==> src/hdl/sxo_pkg.sv <==
`default_nettype none

package sxo_pkg;

    // command codes
    localparam logic [1:0] CMD_LOAD_A = 2'd0;
    localparam logic [1:0] CMD_LOAD_B = 2'd1;
    localparam logic [1:0] CMD_EVAL   = 2'd2;

    // result status codes
    localparam logic [2:0] ST_ACCEPTED  = 3'd0;
    localparam logic [2:0] ST_TOO_SHORT = 3'd1;
    localparam logic [2:0] ST_FEW_ENDS  = 3'd2;
    localparam logic [2:0] ST_SAME_REG  = 3'd3;
    localparam logic [2:0] ST_PREFIX    = 3'd4;
    localparam logic [2:0] ST_SUFFIX    = 3'd5;

    // configuration register indexes
    localparam logic REG_MIN_OVERLAP = 1'b0;
    localparam logic REG_SEED_LENGTH = 1'b1;

    localparam logic [10:0] MIN_OVERLAP_RESET = 11'd25;
    localparam logic [7:0]  SEED_LENGTH_RESET = 8'd24;

    // complement mask of a base code
    localparam logic [1:0] BASE_COMP = 2'd3;

    typedef struct packed {
        logic [1:0]  command;
        logic [9:0]  base_index;
        logic [1:0]  base;
        logic [10:0] length_a;
        logic [10:0] length_b;
        logic [9:0]  seed_pos_a;
        logic [9:0]  seed_pos_b;
        logic        rc_a;
        logic        rc_b;
        logic        same_read;
    } item_t;

    typedef struct packed {
        logic [2:0] status;
        logic [9:0] a_begin;
        logic [9:0] a_end;
        logic [9:0] b_begin;
        logic [9:0] b_end;
        logic       reverse_overlap;
    } result_t;

endpackage

`default_nettype wire

==> src/hdl/sxo_judge.sv <==
`default_nettype none

module sxo_judge #(
    parameter int CW = 12
) (
    input  wire logic          clk,
    input  wire logic          rst_n,
    input  wire logic          valid,
    input  wire logic          force_short,
    input  wire logic [CW-1:0] pa,
    input  wire logic [CW-1:0] pb,
    input  wire logic [CW-1:0] len,
    input  wire logic [CW-1:0] la,
    input  wire logic [CW-1:0] lb,
    input  wire logic          rev,
    input  wire logic          same,
    input  wire logic [10:0]   min_overlap,
    output logic               result_valid,
    output sxo_pkg::result_t   result
);

    logic          s1_valid_reg;
    logic          s1_short_reg;
    logic [CW-1:0] s1_pa_reg;
    logic [CW-1:0] s1_pb_reg;
    logic [CW-1:0] s1_ae_reg;
    logic [CW-1:0] s1_be_reg;
    logic [CW-1:0] s1_lam1_reg;
    logic [CW-1:0] s1_lbm1_reg;
    logic          s1_rev_reg;
    logic          s1_same_reg;

    logic             out_valid_reg;
    sxo_pkg::result_t out_reg;
    sxo_pkg::result_t out_next;

    logic          a_head;
    logic          a_tail;
    logic          b_head;
    logic          b_tail;
    logic [2:0]    ext;
    logic [CW-1:0] bb2;
    logic [CW-1:0] be2;

    // stage 1: end coordinates and length check
    always_ff @(posedge clk or negedge rst_n)
    begin
        if (!rst_n)
        begin
            s1_valid_reg <= 1'b0;
        end
        else
        begin
            s1_valid_reg <= valid;
        end
    end

    always_ff @(posedge clk)
    begin
        if (valid)
        begin
            s1_short_reg <= force_short || (len == '0) || (len < CW'(min_overlap));
            s1_pa_reg    <= pa;
            s1_pb_reg    <= pb;
            s1_ae_reg    <= pa + len - CW'(1);
            s1_be_reg    <= pb + len - CW'(1);
            s1_lam1_reg  <= la - CW'(1);
            s1_lbm1_reg  <= lb - CW'(1);
            s1_rev_reg   <= rev;
            s1_same_reg  <= same;
        end
    end

    // stage 2: read ends touched and overlap class
    always_comb
    begin
        a_head = (s1_pa_reg == '0);
        a_tail = (s1_ae_reg == s1_lam1_reg);
        b_head = (s1_pb_reg == '0);
        b_tail = (s1_be_reg == s1_lbm1_reg);
        ext    = {2'b00, a_head} + {2'b00, a_tail} + {2'b00, b_head} + {2'b00, b_tail};
        bb2    = s1_rev_reg ? (s1_lbm1_reg - s1_be_reg) : s1_pb_reg;
        be2    = s1_rev_reg ? (s1_lbm1_reg - s1_pb_reg) : s1_be_reg;

        out_next = '0;
        priority if (s1_short_reg)
        begin
            out_next.status = sxo_pkg::ST_TOO_SHORT;
        end
        else if (ext < 3'd2)
        begin
            out_next.status = sxo_pkg::ST_FEW_ENDS;
        end
        else if (s1_same_reg && (s1_pa_reg == s1_pb_reg) && (s1_ae_reg == s1_be_reg))
        begin
            out_next.status = sxo_pkg::ST_SAME_REG;
        end
        else if (a_head && (bb2 == '0) && (ext < 3'd3))
        begin
            out_next.status = sxo_pkg::ST_PREFIX;
        end
        else if (a_tail && (be2 == s1_lbm1_reg) && (ext < 3'd3))
        begin
            out_next.status = sxo_pkg::ST_SUFFIX;
        end
        else
        begin
            out_next.status          = sxo_pkg::ST_ACCEPTED;
            out_next.a_begin         = s1_pa_reg[9:0];
            out_next.a_end           = s1_ae_reg[9:0];
            out_next.b_begin         = s1_pb_reg[9:0];
            out_next.b_end           = s1_be_reg[9:0];
            out_next.reverse_overlap = s1_rev_reg;
        end
    end

    // hold the result for its strobe cycle
    always_ff @(posedge clk or negedge rst_n)
    begin
        if (!rst_n)
        begin
            out_valid_reg <= 1'b0;
        end
        else
        begin
            out_valid_reg <= s1_valid_reg;
        end
    end

    always_ff @(posedge clk)
    begin
        if (s1_valid_reg)
        begin
            out_reg <= out_next;
        end
    end

    assign result_valid = out_valid_reg;
    assign result       = out_reg;

endmodule

`default_nettype wire

==> config.mk <==
export PLATFORM = sky130hd
export DESIGN_NAME = sxo_judge
export DESIGN_NICKNAME = d
export VERILOG_FILES = /design/src/hdl/sxo_pkg.sv /design/src/hdl/sxo_judge.sv
export SDC_FILE = /design/constraint.sdc
export NUM_CORES = 1
export LEC_CHECK = 0
export BUFFER_PORTS_ARGS = -buffer_cell sky130_fd_sc_hd__buf_2
export CORE_ASPECT_RATIO = 0.7
export CORE_MARGIN = 1.5
export CORE_UTILIZATION = 53
export DETAILED_ROUTE_END_ITERATION = 10
export PLACE_DENSITY = 0.77
export SLEW_MARGIN = 20
export SYNTH_ARGS = -nofsm -noshare
export SYNTH_HDL_FRONTEND = slang
export SYNTH_SLANG_ARGS = --single-unit
==> constraint.sdc <==
create_clock -name clk -period 4.1 [get_ports clk]
set_input_delay 0.41 -clock clk [delete_from_list [all_inputs] [get_ports clk]]
set_output_delay 0.41 -clock clk [all_outputs]
set_load 0.01 [all_outputs]
==> impl_results.md <==
* Crit path max fanout at 8
* Main flop type after synthesis: edfxtp_1
* H-tree depth at 4
* Crit path DAT at 4450 ps
* Synth top area share at 0.4439
* Site Rows at 37
* CP Launch Type: flop
* DIE WIDTH at 150.3 um
* Number of flops mapped to enable cells by yosys at 119
* Placer Congestion at about 0.93
* Setup CP Type: flop to flop
* Leakage dissipation at roughly 0.0048 uW
* First-pass GRT wire length at around 36000 um
* Critical path endpoint category: flop
* Yosys top cell by area: edfxtp_1
* Status: finished, violations left
* Die height at 106.1 um
* Non-Filler Instances at 1226
* Largest net degree at the start of global routing at 46
* Core Area at roughly 15000 sq um
* Worst hold path class: primary input to flop
* Gr usage total at 0.3087
* Vias in the first global route at approximately 6700
* Slew HR at 0.3458
* RSZ-0062 raised after global routing: yes
* Post-synth ARST share at 0.01653
* Slowest-stage cell, CP: or4_4
* Yosys cell types at between 50 and 60
* Seq cells post-synth at approximately 120
* Post-synth net total at between 900 and 1000
* Ys Warns at 0
* Fillers at 942
* WP data required at approximately 4200 ps
* Root Driver: clkbuf_16
* Boundary pin count at 122
* Initial drt markers at 569
* Post-Synthesis Cell Area at about 8100 sq um
* Routed WL at ~24000 um
* FMAX at 0.2318 GHz
* Initial antenna violation count at 0
* Max-cap viol count at 0
* Worst Slack Setup Final at -213.9 ps
* Gate Count Post-Synth at between 700 and 800
* Final hold vios at 0
* Placed cells at 1166
* Min Hold Slack at roughly 160 ps
* Commonest cells post-synth: inv_1, edfxtp_1, ha_1
* Max Root-Sink Buffers at 2
* DPL Wire Length at about 17000 um
* Antenna fix cells at 0
* Cell breakdown of the critical path: ha_4 > nand4_1 > or4_4 > fa_1 > inv_1 > ha_2 > inv_2 > ha_4 > a21oi_2 > nand4_1 > buf_4 > buf_4 > buf_4 > buf_4 > nand3b_1 > nand2_8 > buf_12 > buf_12 > nor4_1
* Syn_area_per_cell at ~10 sq um
* DRC Markers at 0
* Pre-antenna DRT Iters at 7
* CTS tree: built
* Count of input and output buffers at between 100 and 150
* Final Slew Violations at 0
* Via Count at between 6000 and 7000
* Ratio of cells with drive above 1 in the final layout at 0.3075
* Maximum vdd drop at between 0.2 and 0.3 mV
* Initial core utilization at 0.5451
* Area Growth Syn to Fin at 36.17%
* Total CTS buffers at 17
* Reg clk slew, reported paths at about 70 ps
* Worst Skew at 13.00 ps
* Later-pin clock latency in the skew report at 430 ps
* DR vias/cell at around 5.7
* Total power density per cell area at 413.1 nW/um^2
* Min Tclk post-route at 4314 ps
* Slew @ Worst Pin at about 970 ps
* Global route total overflow at 0
* Die ar. at between 15000 and 20000 sq um
* Failing checks: setup timing
* # setup viols final at 43
* Tcrit/Tclk final at 1.052
* Cell mode on critical path: buf_4
* WL per Instance at around 20 um
* CTS Sinks at 121
* Slowest cell delay on critical path at 530 ps
* Fin nets at roughly 1200
* Top-count cell post-synth: inv_1
* Largest register FFs at 44
* Sequential share of the synthesized area at 0.4501
* TNS Setup at -6788 ps
* Antenna viol nets, final at 0
* Top cells by area, synth: edfxtp_1, ha_1, inv_1
[cells by family after synthesis]
family / Yosys count / synth area share
AOI/OAI and AO/OA: 113 / 0.09186
xor gates and xnor gates: 94 / 0.1023
adders and majority gates: 84 / 0.1352
buffers and inverters: 153 / 0.07243
DFF: 121 / 0.4501
muxes: 6 / 0.007771
and+or+nand+nor: 215 / 0.1404
[what timing repair did]
action | in CTS | in global routing
buffers inserted | 16 | 7
endpoints found under the hold margin | 2 | 0
setup endpoints to repair | 43 | 43
cloned | 7 | 1
resized for setup | 45 | 34
hold buffers | 1 | 0
pin swaps | 16 | 14
[worst paths after layout]
kind                                      from           end  slack, ps  cells past startpoint
worst max-delay path            s1_lbm1_reg[6]    result[19]       -210                     19
worst min-delay path                       rev    s1_rev_reg        160                      1
worst max register to register  s1_lbm1_reg[6]    result[19]       -210                     19
worst min register to register    s1_short_reg    result[41]        610                      1
max in group asynchronous                rst_n  result_valid       3700                      2
min in group asynchronous                rst_n  s1_valid_reg        300                      2
[per-stage QoR]
stage | area (sq um) | total power, uW | setup slack (ps) | utilization
CTS | 10740 | 4445 | -178.1 | 0.7275
floorplan | 8157 | 2336 | -147.2 | -
global placement | 9564 | 2810 | -189.0 | 0.6476
global route | 10960 | 4694 | -314.2 | 0.7423
finish | 10960 | 4528 | -213.9 | 0.7423
detailed placement | 9564 | 2837 | -413.9 | 0.6476
[area by class of cell]
class | instances | area, sq um | share of cell area
Inverter | 137 | 514.2 | 0.04691
Sequential cell | 121 | 3623 | 0.3306
Multi-Input combinational cell | 512 | 4330 | 0.3950
Tap cell | 195 | 244.0 | 0.02226
Timing Repair Buffer | 229 | 1634 | 0.1491
Clock buffer | 17 | 425.4 | 0.03881
Clock inverter | 15 | 190.2 | 0.01735
[report_power, final]
| part | switching [uW] | internal [uW] |
|---|---|---|
| registers | 89.8 | 1510 |
| clock network | 620 | 971 |
| logic | 734 | 607 |
| total | 1440 | 3080 |
[critical path: cells and delay by family, from the launching register on]
family,cells,cell delay [ps]
AO/OA/AOI/OAI,1,140
flip-flops,1,440
buffers and inverters,8,940
AND/OR/NAND/NOR,6,1320
adder cells (fa/ha/maj),4,1170
[layer usage]
| layer | track usage | wire, um |
|---|---|---|
| met2 | 0.4708 | 10620 |
| met1 | 0.4315 | 10210 |
| met4 | 0.09034 | 572 |
| met5 | 0 | 0 |
| met3 | 0.08197 | 2770 |
[cells in the final DEF (no fill, tap or decap), types with 5 or more instances in the layout]
| cell type | n |
|---|---|
| nor4_2 | 6 |
| buf_12 | 6 |
| nor3_4 | 11 |
| xor2_1 | 45 |
| o21ai_0 | 22 |
| nor2b_1 | 10 |
| nand4_1 | 11 |
| nor3_1 | 16 |
| a211oi_1 | 6 |
| nor2_1 | 27 |
| a21oi_1 | 28 |
| buf_16 | 5 |
| nor4_1 | 31 |
| buf_2 | 121 |
| buf_4 | 90 |
| nand2b_1 | 5 |
| clkbuf_16 | 18 |
| nor3_2 | 10 |
| edfxtp_1 | 119 |
| a21o_1 | 9 |
| ha_1 | 68 |
| xnor2_1 | 49 |
| ha_4 | 10 |
| a31oi_1 | 5 |
| nand2_1 | 47 |
| nand3_1 | 7 |
| inv_1 | 133 |
| o21a_1 | 6 |
| fa_1 | 5 |
(Power assumes the default switching activity.)
